==> src/rtl/crs_pkg.sv <==
// ----------------------------------------------------------------------------
// crs_pkg
// Shared widths, codes, constants and types of the coil ratio steering unit.
// ----------------------------------------------------------------------------
package crs_pkg;

   // coil sum accumulation
   localparam int SUM_BITS  = 24;
   localparam int AVG_SHIFT = 2;
   localparam int AVG_W     = SUM_BITS - AVG_SHIFT;
   localparam int TOT_W     = AVG_W + 1;

   // channel field widths
   localparam int OP_W      = 2;
   localparam int SAMPLE_W  = 15;
   localparam int GYRO_W    = 16;
   localparam int PHASE_W   = 8;
   localparam int OUT_W     = 14;
   localparam int REGIME_W  = 2;
   localparam int DIR_W     = OUT_W;

   // configuration port
   localparam int CSR_IDX_W  = 3;
   localparam int CSR_DATA_W = 24;
   localparam int GAIN_P_W   = 16;
   localparam int GAIN_D_W   = 24;
   localparam int COEF_W     = 16;
   localparam int PERIOD_W   = 8;

   localparam logic [CSR_IDX_W-1:0] CSR_ENABLE      = 3'd0;
   localparam logic [CSR_IDX_W-1:0] CSR_ADC_OFFSET  = 3'd1;
   localparam logic [CSR_IDX_W-1:0] CSR_GYRO_OFFSET = 3'd2;
   localparam logic [CSR_IDX_W-1:0] CSR_GAIN_P      = 3'd3;
   localparam logic [CSR_IDX_W-1:0] CSR_GAIN_D      = 3'd4;
   localparam logic [CSR_IDX_W-1:0] CSR_QUAD_COEF   = 3'd5;
   localparam logic [CSR_IDX_W-1:0] CSR_LIN_COEF    = 3'd6;
   localparam logic [CSR_IDX_W-1:0] CSR_PERIOD_LEN  = 3'd7;

   localparam logic [GAIN_P_W-1:0] GAIN_P_RESET = 16'd256;
   localparam logic [PERIOD_W-1:0] PERIOD_RESET = 8'd5;

   // operations
   localparam logic [OP_W-1:0] OP_SAMPLE  = 2'd0;
   localparam logic [OP_W-1:0] OP_CONTROL = 2'd1;
   localparam logic [OP_W-1:0] OP_OUTPUT  = 2'd2;

   // gain schedules
   localparam logic [REGIME_W-1:0] REGIME_STRAIGHT = 2'd0;
   localparam logic [REGIME_W-1:0] REGIME_NORMAL   = 2'd1;
   localparam logic [REGIME_W-1:0] REGIME_SHARP    = 2'd2;

   // control law constants
   localparam int LIMIT         = 6000;
   localparam int DIR_SCALE     = 5632;
   localparam int DIR_Q_W       = 13;
   localparam int DIR_SCALE_W   = 13;
   localparam int COUNT_W       = 8;
   localparam int STRAIGHT_BAND = 256;
   localparam int SHARP_BAND    = 2560;
   localparam int STRAIGHT_RUN  = 20;
   localparam int STRAIGHT_GAIN = 179;
   localparam int SHARP_BIAS    = 600;
   localparam int NORMAL_SHIFT  = 16;
   localparam int FRAC_SHIFT    = 24;
   localparam int LIN_SHIFT     = 8;
   localparam int G_W           = GYRO_W + 1;

   // shared multiplier
   localparam int MUL_A_W = 43;
   localparam int MUL_B_W = 18;
   localparam int MUL_P_W = MUL_A_W + MUL_B_W;
   localparam int ACC_W   = 52;

   // iterative divider
   localparam int NUM_W = AVG_W + DIR_SCALE_W;
   localparam int DEN_W = TOT_W;
   localparam int QUO_W = 22;
   localparam int TOP_W = $clog2(QUO_W);
   localparam int DSH_W = DEN_W + QUO_W - 1;

   localparam logic [TOP_W-1:0] DIR_TOP    = TOP_W'(DIR_Q_W - 1);
   localparam logic [TOP_W-1:0] INTERP_TOP = TOP_W'(QUO_W - 1);

   localparam logic signed [MUL_B_W-1:0] DIR_SCALE_B     = MUL_B_W'(DIR_SCALE);
   localparam logic signed [MUL_B_W-1:0] STRAIGHT_GAIN_B = MUL_B_W'(STRAIGHT_GAIN);
   localparam logic [COUNT_W-1:0]        STRAIGHT_RUN_C  = COUNT_W'(STRAIGHT_RUN);
   localparam logic [DIR_Q_W-1:0]        STRAIGHT_BAND_C = DIR_Q_W'(STRAIGHT_BAND);
   localparam logic [DIR_W-1:0]          SHARP_BAND_C    = DIR_W'(SHARP_BAND);
   localparam logic signed [ACC_W-1:0]   SHARP_BIAS_ACC  =
      ACC_W'(64'(SHARP_BIAS) << FRAC_SHIFT);
   localparam logic signed [ACC_W-1:0]   ACC_LIMIT_HI    = ACC_W'(LIMIT);
   localparam logic signed [ACC_W-1:0]   ACC_LIMIT_LO    = ACC_W'(-LIMIT);
   localparam logic signed [OUT_W-1:0]   OUT_LIMIT_HI    = OUT_W'(LIMIT);
   localparam logic signed [OUT_W-1:0]   OUT_LIMIT_LO    = OUT_W'(-LIMIT);

   typedef enum logic [4:0] {
      ST_IDLE,
      ST_CTL_MUL,
      ST_CTL_DIVST,
      ST_CTL_DIV,
      ST_PD_M0,
      ST_PD_M1,
      ST_PD_M2,
      ST_PD_M3,
      ST_PD_M4,
      ST_SH_1,
      ST_SH_2,
      ST_SH_3,
      ST_SH_4,
      ST_PD_END,
      ST_OUT_MUL,
      ST_OUT_DIVST,
      ST_OUT_DIV,
      ST_FINISH
   } crs_state_type;

   typedef struct packed {
      logic             start;
      logic [TOP_W-1:0] top;
      logic [NUM_W-1:0] numer;
      logic [DEN_W-1:0] denom;
   } crs_div_req_type;

   typedef struct packed {
      logic             done;
      logic [QUO_W-1:0] quotient;
   } crs_div_rsp_type;

endpackage

==> src/rtl/crs_req_if.sv <==
// ----------------------------------------------------------------------------
// crs_req_if
// Input item channel: valid/ready handshake with operation and readings.
// ----------------------------------------------------------------------------
interface crs_req_if;
   logic                                valid;
   logic                                ready;
   logic [crs_pkg::OP_W-1:0]            operation;
   logic [crs_pkg::SAMPLE_W-1:0]        left_sample;
   logic [crs_pkg::SAMPLE_W-1:0]        right_sample;
   logic signed [crs_pkg::GYRO_W-1:0]   gyro;
   logic [crs_pkg::PHASE_W-1:0]         phase;

   modport source (
      output valid, operation, left_sample, right_sample, gyro, phase,
      input  ready
   );

   modport sink (
      input  valid, operation, left_sample, right_sample, gyro, phase,
      output ready
   );
endinterface

==> src/rtl/crs_rsp_if.sv <==
// ----------------------------------------------------------------------------
// crs_rsp_if
// Result item channel: valid/ready handshake with drive, target and status.
// ----------------------------------------------------------------------------
interface crs_rsp_if;
   logic                               valid;
   logic                               ready;
   logic signed [crs_pkg::OUT_W-1:0]   drive;
   logic signed [crs_pkg::OUT_W-1:0]   target;
   logic signed [crs_pkg::OUT_W-1:0]   direction;
   logic [crs_pkg::REGIME_W-1:0]       regime;

   modport source (
      output valid, drive, target, direction, regime,
      input  ready
   );

   modport sink (
      input  valid, drive, target, direction, regime,
      output ready
   );
endinterface

==> src/rtl/crs_mult.sv <==
// ----------------------------------------------------------------------------
// crs_mult
// Shared signed multiplier with a registered product, one product per cycle.
// ----------------------------------------------------------------------------
module crs_mult (
   input  logic                                clock,
   input  logic signed [crs_pkg::MUL_A_W-1:0]  mul_a,
   input  logic signed [crs_pkg::MUL_B_W-1:0]  mul_b,
   output logic signed [crs_pkg::MUL_P_W-1:0]  mul_p
);

   logic signed [crs_pkg::MUL_P_W-1:0] prod_ff;

   always_ff @(posedge clock) begin
      prod_ff <= mul_a * mul_b;
   end

   assign mul_p = prod_ff;

endmodule

==> src/rtl/crs_divider.sv <==
// ----------------------------------------------------------------------------
// crs_divider
// Radix-2 restoring divider, one quotient bit per cycle from bit top down.
// ----------------------------------------------------------------------------
module crs_divider (
   input  logic                       clock,
   input  logic                       reset,
   input  crs_pkg::crs_div_req_type   div_req,
   output crs_pkg::crs_div_rsp_type   div_rsp
);

   logic                        busy_ff, busy_in;
   logic                        done_ff, done_in;
   logic [crs_pkg::TOP_W-1:0]   cnt_ff, cnt_in;
   logic [crs_pkg::NUM_W-1:0]   rem_ff, rem_in;
   logic [crs_pkg::DSH_W-1:0]   dsh_ff, dsh_in;
   logic [crs_pkg::QUO_W-1:0]   quo_ff, quo_in;
   logic [crs_pkg::DSH_W-1:0]   rem_ext;
   logic [crs_pkg::DSH_W-1:0]   rem_diff;
   logic                        fits;

   always_comb begin
      rem_ext  = {{(crs_pkg::DSH_W-crs_pkg::NUM_W){1'b0}}, rem_ff};
      rem_diff = rem_ext - dsh_ff;
      fits     = (rem_ext >= dsh_ff);

      busy_in = busy_ff;
      done_in = 1'b0;
      cnt_in  = cnt_ff;
      rem_in  = rem_ff;
      dsh_in  = dsh_ff;
      quo_in  = quo_ff;

      if (div_req.start) begin
         busy_in = 1'b1;
         cnt_in  = div_req.top;
         rem_in  = div_req.numer;
         dsh_in  = {{(crs_pkg::DSH_W-crs_pkg::DEN_W){1'b0}}, div_req.denom} << div_req.top;
         quo_in  = '0;
      end else if (busy_ff) begin
         if (fits) begin
            rem_in = rem_diff[crs_pkg::NUM_W-1:0];
         end
         quo_in = {quo_ff[crs_pkg::QUO_W-2:0], fits};
         dsh_in = dsh_ff >> 1;
         cnt_in = cnt_ff - 1'b1;
         if (cnt_ff == '0) begin
            busy_in = 1'b0;
            done_in = 1'b1;
         end
      end
   end

   always_ff @(posedge clock) begin
      if (reset) begin
         busy_ff <= 1'b0;
         done_ff <= 1'b0;
      end else begin
         busy_ff <= busy_in;
         done_ff <= done_in;
      end
   end

   always_ff @(posedge clock) begin
      cnt_ff <= cnt_in;
      rem_ff <= rem_in;
      dsh_ff <= dsh_in;
      quo_ff <= quo_in;
   end

   assign div_rsp.done     = done_ff;
   assign div_rsp.quotient = quo_ff;

endmodule

==> src/rtl/coil_ratio_steering_pd_unit.sv <==
// ----------------------------------------------------------------------------
// coil_ratio_steering_pd_unit
// Coil ratio steering controller with gain-scheduled PD law and interpolation.
// ----------------------------------------------------------------------------
// Takes one item at a time and returns one result per item carrying drive,
// target, direction and regime. A coil sample or an unused operation goes
// straight to the result stage, as does a disabled control item or an output
// step with a zero period. An enabled control item and an output step take
// longer: their sequences are set by the restoring divider, which yields one
// quotient bit per cycle (13 bits for the direction ratio, 22 bits for the
// interpolation), and by the single registered multiplier that the PD terms
// share in turn. A finished result sits in the output register, and the next
// item is taken while it waits; only a second finished result waits for the
// first to transfer.
module coil_ratio_steering_pd_unit (
   input  logic                               clock,
   input  logic                               reset,
   crs_req_if.sink                            req_ch,
   crs_rsp_if.source                          rsp_ch,
   input  logic                               csr_wr_en,
   input  logic [crs_pkg::CSR_IDX_W-1:0]      csr_index,
   input  logic [crs_pkg::CSR_DATA_W-1:0]     csr_wdata
);

   // configuration
   logic                                 enable_ff;
   logic [crs_pkg::SAMPLE_W-1:0]         adc_offset_ff;
   logic signed [crs_pkg::GYRO_W-1:0]    gyro_offset_ff;
   logic [crs_pkg::GAIN_P_W-1:0]         gain_p_ff;
   logic [crs_pkg::GAIN_D_W-1:0]         gain_d_ff;
   logic [crs_pkg::COEF_W-1:0]           quad_coef_ff;
   logic signed [crs_pkg::COEF_W-1:0]    lin_coef_ff;
   logic [crs_pkg::PERIOD_W-1:0]         period_len_ff;

   // controller state
   crs_pkg::crs_state_type               state_ff, state_in;
   logic [crs_pkg::SUM_BITS-1:0]         left_sum_ff, left_sum_in;
   logic [crs_pkg::SUM_BITS-1:0]         right_sum_ff, right_sum_in;
   logic [crs_pkg::COUNT_W-1:0]          straight_count_ff, straight_count_in;
   logic signed [crs_pkg::OUT_W-1:0]     target_old_ff, target_old_in;
   logic signed [crs_pkg::OUT_W-1:0]     target_new_ff, target_new_in;
   logic signed [crs_pkg::OUT_W-1:0]     drive_value_ff, drive_value_in;
   logic signed [crs_pkg::DIR_W-1:0]     direction_value_ff, direction_value_in;
   logic [crs_pkg::REGIME_W-1:0]         regime_value_ff, regime_value_in;

   // working registers
   logic signed [crs_pkg::ACC_W-1:0]     acc_ff, acc_in;
   logic signed [crs_pkg::G_W-1:0]       g_ff, g_in;
   logic [crs_pkg::TOT_W-1:0]            tot_ff, tot_in;
   logic [crs_pkg::AVG_W-1:0]            adiff_ff, adiff_in;
   logic                                 neg_ff, neg_in;
   logic [crs_pkg::PHASE_W-1:0]          phase_ff, phase_in;

   // result register
   logic                                 rsp_valid_ff, rsp_valid_in;
   logic signed [crs_pkg::OUT_W-1:0]     rsp_drive_ff, rsp_drive_in;
   logic signed [crs_pkg::OUT_W-1:0]     rsp_target_ff, rsp_target_in;
   logic signed [crs_pkg::OUT_W-1:0]     rsp_direction_ff, rsp_direction_in;
   logic [crs_pkg::REGIME_W-1:0]         rsp_regime_ff, rsp_regime_in;

   // shared units
   logic signed [crs_pkg::MUL_A_W-1:0]   mul_a;
   logic signed [crs_pkg::MUL_B_W-1:0]   mul_b;
   logic signed [crs_pkg::MUL_P_W-1:0]   mul_p;
   crs_pkg::crs_div_req_type             div_req;
   crs_pkg::crs_div_rsp_type             div_rsp;

   // helpers
   logic [crs_pkg::SAMPLE_W-1:0]         left_sub, right_sub;
   logic [crs_pkg::SUM_BITS:0]           left_add, right_add;
   logic [crs_pkg::SUM_BITS-1:0]         left_sat, right_sat;
   logic [crs_pkg::AVG_W-1:0]            left_avg, right_avg;
   logic [crs_pkg::TOT_W-1:0]            avg_tot;
   logic signed [crs_pkg::G_W-1:0]       g_new;
   logic [crs_pkg::DIR_Q_W-1:0]          dir_mag;
   logic signed [crs_pkg::DIR_W-1:0]     dir_new;
   logic [crs_pkg::DIR_W-1:0]            dir_abs;
   logic [crs_pkg::REGIME_W-1:0]         regime_sel;
   logic signed [crs_pkg::ACC_W-1:0]     acc_sh;
   logic signed [crs_pkg::ACC_W-1:0]     sharp_lin_sum;
   logic signed [crs_pkg::OUT_W:0]       tdiff;
   logic [crs_pkg::MUL_P_W-1:0]          prod_abs;
   logic signed [crs_pkg::QUO_W:0]       interp_q;
   logic signed [crs_pkg::ACC_W-1:0]     interp_sum;

   function automatic logic signed [crs_pkg::OUT_W-1:0] clamp_out(
      input logic signed [crs_pkg::ACC_W-1:0] v
   );
      logic signed [crs_pkg::OUT_W-1:0] r;
      if (v > crs_pkg::ACC_LIMIT_HI) begin
         r = crs_pkg::OUT_LIMIT_HI;
      end else if (v < crs_pkg::ACC_LIMIT_LO) begin
         r = crs_pkg::OUT_LIMIT_LO;
      end else begin
         r = v[crs_pkg::OUT_W-1:0];
      end
      return r;
   endfunction

   crs_mult u_mult (
      .clock (clock),
      .mul_a (mul_a),
      .mul_b (mul_b),
      .mul_p (mul_p)
   );

   crs_divider u_divider (
      .clock   (clock),
      .reset   (reset),
      .div_req (div_req),
      .div_rsp (div_rsp)
   );

   // configuration writes
   always_ff @(posedge clock) begin
      if (reset) begin
         enable_ff      <= 1'b0;
         adc_offset_ff  <= '0;
         gyro_offset_ff <= '0;
         gain_p_ff      <= crs_pkg::GAIN_P_RESET;
         gain_d_ff      <= '0;
         quad_coef_ff   <= '0;
         lin_coef_ff    <= '0;
         period_len_ff  <= crs_pkg::PERIOD_RESET;
      end else if (csr_wr_en) begin
         case (csr_index)
            crs_pkg::CSR_ENABLE: begin
               enable_ff <= csr_wdata[0];
            end
            crs_pkg::CSR_ADC_OFFSET: begin
               adc_offset_ff <= csr_wdata[crs_pkg::SAMPLE_W-1:0];
            end
            crs_pkg::CSR_GYRO_OFFSET: begin
               gyro_offset_ff <= csr_wdata[crs_pkg::GYRO_W-1:0];
            end
            crs_pkg::CSR_GAIN_P: begin
               gain_p_ff <= csr_wdata[crs_pkg::GAIN_P_W-1:0];
            end
            crs_pkg::CSR_GAIN_D: begin
               gain_d_ff <= csr_wdata[crs_pkg::GAIN_D_W-1:0];
            end
            crs_pkg::CSR_QUAD_COEF: begin
               quad_coef_ff <= csr_wdata[crs_pkg::COEF_W-1:0];
            end
            crs_pkg::CSR_LIN_COEF: begin
               lin_coef_ff <= csr_wdata[crs_pkg::COEF_W-1:0];
            end
            crs_pkg::CSR_PERIOD_LEN: begin
               period_len_ff <= csr_wdata[crs_pkg::PERIOD_W-1:0];
            end
            default: begin
            end
         endcase
      end
   end

   // sample path: offset removal floored at zero, saturating sums
   assign left_sub  = (req_ch.left_sample > adc_offset_ff) ?
                      req_ch.left_sample - adc_offset_ff : '0;
   assign right_sub = (req_ch.right_sample > adc_offset_ff) ?
                      req_ch.right_sample - adc_offset_ff : '0;
   assign left_add  = {1'b0, left_sum_ff} +
                      {{(crs_pkg::SUM_BITS+1-crs_pkg::SAMPLE_W){1'b0}}, left_sub};
   assign right_add = {1'b0, right_sum_ff} +
                      {{(crs_pkg::SUM_BITS+1-crs_pkg::SAMPLE_W){1'b0}}, right_sub};
   assign left_sat  = left_add[crs_pkg::SUM_BITS] ? '1 : left_add[crs_pkg::SUM_BITS-1:0];
   assign right_sat = right_add[crs_pkg::SUM_BITS] ? '1 : right_add[crs_pkg::SUM_BITS-1:0];

   // averages and ratio operands
   assign left_avg  = left_sum_ff[crs_pkg::SUM_BITS-1:crs_pkg::AVG_SHIFT];
   assign right_avg = right_sum_ff[crs_pkg::SUM_BITS-1:crs_pkg::AVG_SHIFT];
   assign avg_tot   = {1'b0, left_avg} + {1'b0, right_avg};
   assign g_new     = {req_ch.gyro[crs_pkg::GYRO_W-1], req_ch.gyro} -
                      {gyro_offset_ff[crs_pkg::GYRO_W-1], gyro_offset_ff};

   // direction from quotient, zero when the sum is zero
   assign dir_mag = (tot_ff == '0) ? '0 : div_rsp.quotient[crs_pkg::DIR_Q_W-1:0];
   assign dir_new = neg_ff ? -$signed({1'b0, dir_mag}) : $signed({1'b0, dir_mag});
   assign dir_abs = direction_value_ff[crs_pkg::DIR_W-1] ?
                    -direction_value_ff : direction_value_ff;

   always_comb begin
      if (straight_count_ff > crs_pkg::STRAIGHT_RUN_C) begin
         regime_sel = crs_pkg::REGIME_STRAIGHT;
      end else if (dir_abs < crs_pkg::SHARP_BAND_C) begin
         regime_sel = crs_pkg::REGIME_NORMAL;
      end else begin
         regime_sel = crs_pkg::REGIME_SHARP;
      end
   end

   assign acc_sh = (regime_value_ff == crs_pkg::REGIME_NORMAL) ?
                   (acc_ff >>> crs_pkg::NORMAL_SHIFT) : (acc_ff >>> crs_pkg::FRAC_SHIFT);
   assign sharp_lin_sum = acc_ff +
      $signed({mul_p[crs_pkg::ACC_W-crs_pkg::LIN_SHIFT-1:0], {crs_pkg::LIN_SHIFT{1'b0}}});

   // interpolation terms
   assign tdiff      = {target_new_ff[crs_pkg::OUT_W-1], target_new_ff} -
                       {target_old_ff[crs_pkg::OUT_W-1], target_old_ff};
   assign prod_abs   = mul_p[crs_pkg::MUL_P_W-1] ? -mul_p : mul_p;
   assign interp_q   = neg_ff ? -$signed({1'b0, div_rsp.quotient}) :
                                 $signed({1'b0, div_rsp.quotient});
   assign interp_sum = {{(crs_pkg::ACC_W-crs_pkg::QUO_W-1){interp_q[crs_pkg::QUO_W]}}, interp_q} +
                       {{(crs_pkg::ACC_W-crs_pkg::OUT_W){target_old_ff[crs_pkg::OUT_W-1]}},
                        target_old_ff};

   assign req_ch.ready = (state_ff == crs_pkg::ST_IDLE);

   // sequencer
   always_comb begin
      state_in           = state_ff;
      left_sum_in        = left_sum_ff;
      right_sum_in       = right_sum_ff;
      straight_count_in  = straight_count_ff;
      target_old_in      = target_old_ff;
      target_new_in      = target_new_ff;
      drive_value_in     = drive_value_ff;
      direction_value_in = direction_value_ff;
      regime_value_in    = regime_value_ff;
      acc_in             = acc_ff;
      g_in               = g_ff;
      tot_in             = tot_ff;
      adiff_in           = adiff_ff;
      neg_in             = neg_ff;
      phase_in           = phase_ff;
      rsp_valid_in       = rsp_valid_ff && !rsp_ch.ready;
      rsp_drive_in       = rsp_drive_ff;
      rsp_target_in      = rsp_target_ff;
      rsp_direction_in   = rsp_direction_ff;
      rsp_regime_in      = rsp_regime_ff;
      mul_a              = '0;
      mul_b              = '0;
      div_req            = '0;

      case (state_ff)
         crs_pkg::ST_IDLE: begin
            if (req_ch.valid) begin
               state_in = crs_pkg::ST_FINISH;
               case (req_ch.operation)
                  crs_pkg::OP_SAMPLE: begin
                     left_sum_in  = left_sat;
                     right_sum_in = right_sat;
                  end
                  crs_pkg::OP_CONTROL: begin
                     if (!enable_ff) begin
                        target_old_in  = '0;
                        target_new_in  = '0;
                        drive_value_in = '0;
                     end else begin
                        tot_in       = avg_tot;
                        neg_in       = (left_avg < right_avg);
                        adiff_in     = (left_avg < right_avg) ? right_avg - left_avg :
                                                                left_avg - right_avg;
                        g_in         = g_new;
                        left_sum_in  = '0;
                        right_sum_in = '0;
                        state_in     = crs_pkg::ST_CTL_MUL;
                     end
                  end
                  crs_pkg::OP_OUTPUT: begin
                     if (period_len_ff == '0) begin
                        drive_value_in = target_new_ff;
                     end else begin
                        phase_in = req_ch.phase;
                        state_in = crs_pkg::ST_OUT_MUL;
                     end
                  end
                  default: begin
                  end
               endcase
            end
         end
         crs_pkg::ST_CTL_MUL: begin
            mul_a    = {{(crs_pkg::MUL_A_W-crs_pkg::AVG_W){1'b0}}, adiff_ff};
            mul_b    = crs_pkg::DIR_SCALE_B;
            state_in = crs_pkg::ST_CTL_DIVST;
         end
         crs_pkg::ST_CTL_DIVST: begin
            div_req.start = 1'b1;
            div_req.top   = crs_pkg::DIR_TOP;
            div_req.numer = mul_p[crs_pkg::NUM_W-1:0];
            div_req.denom = tot_ff;
            state_in      = crs_pkg::ST_CTL_DIV;
         end
         crs_pkg::ST_CTL_DIV: begin
            if (div_rsp.done) begin
               direction_value_in = dir_new;
               target_old_in      = target_new_ff;
               if (dir_mag < crs_pkg::STRAIGHT_BAND_C) begin
                  if (straight_count_ff != '1) begin
                     straight_count_in = straight_count_ff + 1'b1;
                  end
               end else begin
                  straight_count_in = '0;
               end
               state_in = crs_pkg::ST_PD_M0;
            end
         end
         crs_pkg::ST_PD_M0: begin
            regime_value_in = regime_sel;
            mul_b = {{(crs_pkg::MUL_B_W-crs_pkg::DIR_W){direction_value_ff[crs_pkg::DIR_W-1]}},
                     direction_value_ff};
            if (regime_sel == crs_pkg::REGIME_SHARP) begin
               mul_a = {{(crs_pkg::MUL_A_W-crs_pkg::DIR_W){direction_value_ff[crs_pkg::DIR_W-1]}},
                        direction_value_ff};
               state_in = crs_pkg::ST_SH_1;
            end else begin
               mul_a    = {{(crs_pkg::MUL_A_W-crs_pkg::GAIN_P_W){1'b0}}, gain_p_ff};
               state_in = crs_pkg::ST_PD_M1;
            end
         end
         crs_pkg::ST_PD_M1: begin
            acc_in   = mul_p[crs_pkg::ACC_W-1:0];
            mul_a    = {{(crs_pkg::MUL_A_W-crs_pkg::GAIN_D_W){1'b0}}, gain_d_ff};
            mul_b    = {{(crs_pkg::MUL_B_W-crs_pkg::G_W){g_ff[crs_pkg::G_W-1]}}, g_ff};
            state_in = crs_pkg::ST_PD_M2;
         end
         crs_pkg::ST_PD_M2: begin
            acc_in = acc_ff + mul_p[crs_pkg::ACC_W-1:0];
            if (regime_value_ff == crs_pkg::REGIME_STRAIGHT) begin
               state_in = crs_pkg::ST_PD_M3;
            end else begin
               state_in = crs_pkg::ST_PD_END;
            end
         end
         crs_pkg::ST_PD_M3: begin
            mul_a    = acc_ff[crs_pkg::MUL_A_W-1:0];
            mul_b    = crs_pkg::STRAIGHT_GAIN_B;
            state_in = crs_pkg::ST_PD_M4;
         end
         crs_pkg::ST_PD_M4: begin
            acc_in   = mul_p[crs_pkg::ACC_W-1:0];
            state_in = crs_pkg::ST_PD_END;
         end
         crs_pkg::ST_SH_1: begin
            // squared direction times the quadratic coefficient
            mul_a    = mul_p[crs_pkg::MUL_A_W-1:0];
            mul_b    = {{(crs_pkg::MUL_B_W-crs_pkg::COEF_W){1'b0}}, quad_coef_ff};
            state_in = crs_pkg::ST_SH_2;
         end
         crs_pkg::ST_SH_2: begin
            // quadratic term and bias both follow the sign of the direction
            if (!direction_value_ff[crs_pkg::DIR_W-1]) begin
               acc_in = mul_p[crs_pkg::ACC_W-1:0] + crs_pkg::SHARP_BIAS_ACC;
            end else begin
               acc_in = -mul_p[crs_pkg::ACC_W-1:0] - crs_pkg::SHARP_BIAS_ACC;
            end
            mul_a = {{(crs_pkg::MUL_A_W-crs_pkg::COEF_W){lin_coef_ff[crs_pkg::COEF_W-1]}},
                     lin_coef_ff};
            mul_b = {{(crs_pkg::MUL_B_W-crs_pkg::DIR_W){direction_value_ff[crs_pkg::DIR_W-1]}},
                     direction_value_ff};
            state_in = crs_pkg::ST_SH_3;
         end
         crs_pkg::ST_SH_3: begin
            acc_in   = sharp_lin_sum;
            mul_a    = {{(crs_pkg::MUL_A_W-crs_pkg::GAIN_D_W){1'b0}}, gain_d_ff};
            mul_b    = {{(crs_pkg::MUL_B_W-crs_pkg::G_W){g_ff[crs_pkg::G_W-1]}}, g_ff};
            state_in = crs_pkg::ST_SH_4;
         end
         crs_pkg::ST_SH_4: begin
            acc_in   = sharp_lin_sum;
            state_in = crs_pkg::ST_PD_END;
         end
         crs_pkg::ST_PD_END: begin
            target_new_in = clamp_out(acc_sh);
            state_in      = crs_pkg::ST_FINISH;
         end
         crs_pkg::ST_OUT_MUL: begin
            mul_a    = {{(crs_pkg::MUL_A_W-crs_pkg::OUT_W-1){tdiff[crs_pkg::OUT_W]}}, tdiff};
            mul_b    = {{(crs_pkg::MUL_B_W-crs_pkg::PHASE_W){1'b0}}, phase_ff};
            state_in = crs_pkg::ST_OUT_DIVST;
         end
         crs_pkg::ST_OUT_DIVST: begin
            // divide the magnitude, truncation toward zero by sign afterwards
            neg_in        = mul_p[crs_pkg::MUL_P_W-1];
            div_req.start = 1'b1;
            div_req.top   = crs_pkg::INTERP_TOP;
            div_req.numer = {{(crs_pkg::NUM_W-crs_pkg::QUO_W){1'b0}},
                             prod_abs[crs_pkg::QUO_W-1:0]};
            div_req.denom = {{(crs_pkg::DEN_W-crs_pkg::PERIOD_W){1'b0}}, period_len_ff};
            state_in      = crs_pkg::ST_OUT_DIV;
         end
         crs_pkg::ST_OUT_DIV: begin
            if (div_rsp.done) begin
               drive_value_in = clamp_out(interp_sum);
               state_in       = crs_pkg::ST_FINISH;
            end
         end
         crs_pkg::ST_FINISH: begin
            if (!rsp_valid_ff || rsp_ch.ready) begin
               rsp_valid_in     = 1'b1;
               rsp_drive_in     = drive_value_ff;
               rsp_target_in    = target_new_ff;
               rsp_direction_in = direction_value_ff;
               rsp_regime_in    = regime_value_ff;
               state_in         = crs_pkg::ST_IDLE;
            end
         end
         default: begin
            state_in = crs_pkg::ST_IDLE;
         end
      endcase
   end

   always_ff @(posedge clock) begin
      if (reset) begin
         state_ff           <= crs_pkg::ST_IDLE;
         rsp_valid_ff       <= 1'b0;
         left_sum_ff        <= '0;
         right_sum_ff       <= '0;
         straight_count_ff  <= '0;
         target_old_ff      <= '0;
         target_new_ff      <= '0;
         drive_value_ff     <= '0;
         direction_value_ff <= '0;
         regime_value_ff    <= '0;
      end else begin
         state_ff           <= state_in;
         rsp_valid_ff       <= rsp_valid_in;
         left_sum_ff        <= left_sum_in;
         right_sum_ff       <= right_sum_in;
         straight_count_ff  <= straight_count_in;
         target_old_ff      <= target_old_in;
         target_new_ff      <= target_new_in;
         drive_value_ff     <= drive_value_in;
         direction_value_ff <= direction_value_in;
         regime_value_ff    <= regime_value_in;
      end
   end

   always_ff @(posedge clock) begin
      acc_ff           <= acc_in;
      g_ff             <= g_in;
      tot_ff           <= tot_in;
      adiff_ff         <= adiff_in;
      neg_ff           <= neg_in;
      phase_ff         <= phase_in;
      rsp_drive_ff     <= rsp_drive_in;
      rsp_target_ff    <= rsp_target_in;
      rsp_direction_ff <= rsp_direction_in;
      rsp_regime_ff    <= rsp_regime_in;
   end

   assign rsp_ch.valid     = rsp_valid_ff;
   assign rsp_ch.drive     = rsp_drive_ff;
   assign rsp_ch.target    = rsp_target_ff;
   assign rsp_ch.direction = rsp_direction_ff;
   assign rsp_ch.regime    = rsp_regime_ff;

endmodule

==> src/flat_wrapper.sv <==
// flat-port wrapper written by rule: the top's interface ports become plain ports
module coil_ratio_steering_pd_unit_flat 
  (clock, reset, csr_wr_en, csr_index, csr_wdata, req_ch_valid, req_ch_operation, req_ch_left_sample, req_ch_right_sample, req_ch_gyro, req_ch_phase, req_ch_ready, rsp_ch_valid, rsp_ch_drive, rsp_ch_target, rsp_ch_direction, rsp_ch_regime, rsp_ch_ready);
  crs_req_if req_ch_i ();
  crs_rsp_if rsp_ch_i ();
  input  logic clock;
  input  logic reset;
  input  logic csr_wr_en;
  input  logic [crs_pkg::CSR_IDX_W-1:0] csr_index;
  input  logic [crs_pkg::CSR_DATA_W-1:0] csr_wdata;
  input wire logic [$bits(req_ch_i.valid)-1:0] req_ch_valid;
  input wire logic [$bits(req_ch_i.operation)-1:0] req_ch_operation;
  input wire logic [$bits(req_ch_i.left_sample)-1:0] req_ch_left_sample;
  input wire logic [$bits(req_ch_i.right_sample)-1:0] req_ch_right_sample;
  input wire logic [$bits(req_ch_i.gyro)-1:0] req_ch_gyro;
  input wire logic [$bits(req_ch_i.phase)-1:0] req_ch_phase;
  output wire logic [$bits(req_ch_i.ready)-1:0] req_ch_ready;
  output wire logic [$bits(rsp_ch_i.valid)-1:0] rsp_ch_valid;
  output wire logic [$bits(rsp_ch_i.drive)-1:0] rsp_ch_drive;
  output wire logic [$bits(rsp_ch_i.target)-1:0] rsp_ch_target;
  output wire logic [$bits(rsp_ch_i.direction)-1:0] rsp_ch_direction;
  output wire logic [$bits(rsp_ch_i.regime)-1:0] rsp_ch_regime;
  input wire logic [$bits(rsp_ch_i.ready)-1:0] rsp_ch_ready;
  assign req_ch_i.valid = req_ch_valid;
  assign req_ch_i.operation = req_ch_operation;
  assign req_ch_i.left_sample = req_ch_left_sample;
  assign req_ch_i.right_sample = req_ch_right_sample;
  assign req_ch_i.gyro = req_ch_gyro;
  assign req_ch_i.phase = req_ch_phase;
  assign req_ch_ready = req_ch_i.ready;
  assign rsp_ch_valid = rsp_ch_i.valid;
  assign rsp_ch_drive = rsp_ch_i.drive;
  assign rsp_ch_target = rsp_ch_i.target;
  assign rsp_ch_direction = rsp_ch_i.direction;
  assign rsp_ch_regime = rsp_ch_i.regime;
  assign rsp_ch_i.ready = rsp_ch_ready;
  coil_ratio_steering_pd_unit u_core (.clock(clock), .reset(reset), .req_ch(req_ch_i), .rsp_ch(rsp_ch_i), .csr_wr_en(csr_wr_en), .csr_index(csr_index), .csr_wdata(csr_wdata));
endmodule
==> config.mk <==
export PLATFORM = sky130hd
export DESIGN_NAME = coil_ratio_steering_pd_unit_flat
export DESIGN_NICKNAME = d
export VERILOG_FILES = /design/src/rtl/crs_pkg.sv /design/src/rtl/crs_req_if.sv /design/src/rtl/crs_rsp_if.sv /design/src/rtl/crs_mult.sv /design/src/rtl/crs_divider.sv /design/src/rtl/coil_ratio_steering_pd_unit.sv /design/src/flat_wrapper.sv
export SDC_FILE = /design/constraint.sdc
export NUM_CORES = 2
export LEC_CHECK = 0
export BUFFER_PORTS_ARGS = -buffer_cell sky130_fd_sc_hd__clkbuf_2
export CAP_MARGIN = 20
export CORE_UTILIZATION = 40
export CTS_CLUSTER_SIZE = 24
export DETAILED_ROUTE_END_ITERATION = 8
export MAX_ROUTING_LAYER = met4
export RECOVER_POWER = 50
export SETUP_SLACK_MARGIN = 0.2
export SLEW_MARGIN = 30
export SYNTH_ARGS = -nofsm -noshare
export SYNTH_HDL_FRONTEND = slang
export SYNTH_HIERARCHICAL = 1
export SYNTH_SLANG_ARGS = --single-unit
==> constraint.sdc <==
create_clock -name clock -period 19.9 [get_ports clock]
set_clock_uncertainty 0.1 [all_clocks]
set_input_delay 0.995 -clock clock [delete_from_list [all_inputs] [get_ports clock]]
set_output_delay 0.995 -clock clock [all_outputs]
set_load 0.005 [all_outputs]
==> results.py <==
metrics = {
    "setup_path": {
        "timing.critical_path.max_delay_family": "adder cells",
        "total_buffers_and_inverters_traversed_by_the_critical_path": 5,
        "worst-endpoint-required_ns": 20.36,
        "critical_path_peak_fanout": 57,
        "critPathCaptureType": "register",
        "path_common_cell": "fa_1",
        "endpoint_arrival_time_on_the_critical_path_ns": 13.00,
        "critPathSlowestCell": "clkbuf_1",
        "critPathMaxStageDelay_ns": 2.09,
        "criticalPathCategory": "reg -> reg",
        "worstSetupStartpointType": "register",
    },
    "clock_tree": {
        "cts_tree": "done",
        "clock-root-buffer": "clkbuf_16",
        "cts_resized": 0,
        "cts-buffers-inserted": 70,
        "clk_pin_slew_ns": 0.06,
        "clk-insertion-delay-late_ns": 0.69,
        "h-tree-depth": 3,
        "clkSinkCount": 559,
        "post_cts_setup_inserts": 0,
        "cts_hold_repair_buffers": 0,
        "clock_path_buffers": 3,
    },
    "sta": {
        "rsz0062_at_grt": "false",
        "timing.setup.tns_ns": 0,
        "min_period_over_period": 0.630,
        "final_setup_vio_count": 0,
        "timing.fmax_mhz": 79.7,
        "slew_violations": 694,
        "timing.slew.headroom": -1.81,
        "final.min_clock_period_ns": 12.54,
        "timing_hold_violations_final": 0,
        "postLayoutSetupSlackWorst_ns": 7.36,
        "pin_slew_with_the_least_headroom_to_its_limit_ns": 4.21,
    },
    "synth": {
        "synth_warnings": 6,
        "synth_nets": 9487,
        "post_synthesis_instance_total": 8194,
        "synth_area_sq_um": 67900,
        "synth.avg_cell_area_sq_um": 8.29,
    },
    "route": {
        "drt-pass1-iter-count": 7,
        "ant_nets": 0,
        "routedWlPerCell_um": 23.5,
        "routed_wirelength_um": 243000,
        "num_vias": 59996,
        "routed_via_density": 5.80,
        "post-route-drc-count": 0,
        "initialDrtViolationCount": 6244,
    },
    "global_routing": {
        "grt_pass1_wl_um": 366000,
        "grt_util_all_layers": 0.286,
        "grt_start_max_net_pins": 86,
        "antenna_found_initial": 8,
        "grt_util_met3": 0.0319,
        "met2_usage": 0.436,
        "grt_remaining_overflow": 0,
        "top_usage_layer": "met2",
        "grtUsageMet1": 0.391,
        "grt_pass1_vias": 59123,
    },
    "place": {
        "gp_routability_congestion": 0.977,
        "dp_slack_ns": 9.42,
        "place.detailed.hpwl_um": 186000,
        "numPortBuffers": 133,
    },
    "final_layout": {
        "fill_cells": 16720,
        "nets": 9371,
        "layout-area-overhead-vs-synth_pct": 7.45,
        "share_of_post_route_cells_with_drive_strength_above_1": 0.0546,
    },
    "pwr": {
        "peakVddDrop_v": 0.0000528,
        "power.clock.fraction": 0.265,
        "power.total_w": 0.00521,
        "cellInternalPower_w": 0.00298,
        "combinationalPowerShare": 0.428,
        "pwr_density_cell_nw_per_um2": 71.3,
        "seq_power_share": 0.307,
        "switching_share": 0.428,
        "total_switching_power_w": 0.00223,
        "power_leakage_nw": 32.3,
    },
    "floorplanning": {
        "io-pin-count": 134,
        "placementRows": 150,
        "die-area_sq_um": 171000,
        "chipWidth_um": 414,
        "initial_utilization": 0.404,
        "placeableCoreArea_sq_um": 168000,
        "floorplan.die.height_um": 414,
    },
    "outcome": {
        "status": "finished, violations left",
        "violations": "capacitance limit, slew limit",
    },
    "hold_path": {
        "timing.hold.worst.class": "reg -> reg",
    },
    "run": {
        "max_cap_violations": 13,
    },
}
-- cells in the final DEF (no fill, tap or decap), types with 91 or more instances in the layout --
master    instances
o21ai_0         400
fa_1            742
xor2_1          106
a21o_1          135
a21oi_1         592
nor3_1          124
nand3_1         120
ha_1            463
mux2i_1          97
nor2_1          413
dfxtp_1         308
edfxtp_1        250
buf_4            91
nand2_1        1236
and2_1          258
xnor2_1         207
clkbuf_2        107
inv_1          1149
-- sequential cells by signal, summed over array words and instances (netlist names), 15 cells and up --
register / cells
u_core/g_ff: 17
u_core/adc_offset_ff: 15
u_core/u_divider/rem_ff: 35
u_core/adiff_ff: 21
u_core/u_divider/quo_ff: 22
u_core/gyro_offset_ff: 16
u_core/gain_p_ff: 16
u_core/tot_ff: 23
u_core/gain_d_ff: 24
u_core/left_sum_ff: 24
u_core/right_sum_ff: 24
u_core/lin_coef_ff: 16
u_core/u_mult/mul_p: 53
u_core/acc_ff: 52
u_core/u_divider/dsh_ff: 44
u_core/quad_coef_ff: 16
-- worst paths after layout --
check	start	to	slack, ns	cells past startpoint
worst min-delay path	u_core/drive_value_ff[13]	u_core/rsp_ch.drive[13]	0.34	0
worst max-delay path	u_core/state_ff[0]	u_core/u_mult/mul_p[50]	7.36	27
worst max register to register	u_core/state_ff[0]	u_core/u_mult/mul_p[50]	7.36	27
worst min register to register	u_core/drive_value_ff[13]	u_core/rsp_ch.drive[13]	0.34	0
-- power groups by stage --
| stage | combinational (W) | clock [W] | sequential, W |
|---|---|---|---|
| floorplan | 0.00153 | 0 | 0.00150 |
| global placement | 0.00215 | 0 | 0.00161 |
| detailed placement | 0.00217 | 0 | 0.00161 |
| CTS | 0.00218 | 0.00140 | 0.00158 |
| global route | 0.00241 | 0.00144 | 0.00160 |
| finish | 0.00223 | 0.00138 | 0.00160 |
-- per-stage QoR --
stage	hold slack, ns	utilization	instance area, sq um	std cells
floorplan	0.308	-	67900	8194
global placement	0.314	0.420	70600	10205
detailed placement	0.323	0.421	70700	10210
CTS	0.333	0.435	73100	10338
global route	0.353	0.435	73000	10339
finish	0.336	0.435	73000	10340
-- routing by layer --
metal,part of all wire,wire length (um),vias to the layer above
met4,0.042,10200,0
met3,0.072,17400,456
li1,-,-,27112
met2,0.44,108000,2549
met1,0.44,107000,29879
met5,0,0,-
-- layout make-up --
type	count	area (sq um)	share of cell area
inverters	1155	4340	0.0594
repair buffers	243	1430	0.0196
clock inverters	41	510	0.00699
diodes	2	5.00	0.0000686
well taps	2204	2760	0.0378
flip-flops and latches	559	13700	0.188
multi-input cells	6049	48400	0.663
clock buffers	87	1900	0.0260
Power figures use the tool's default switching activity.
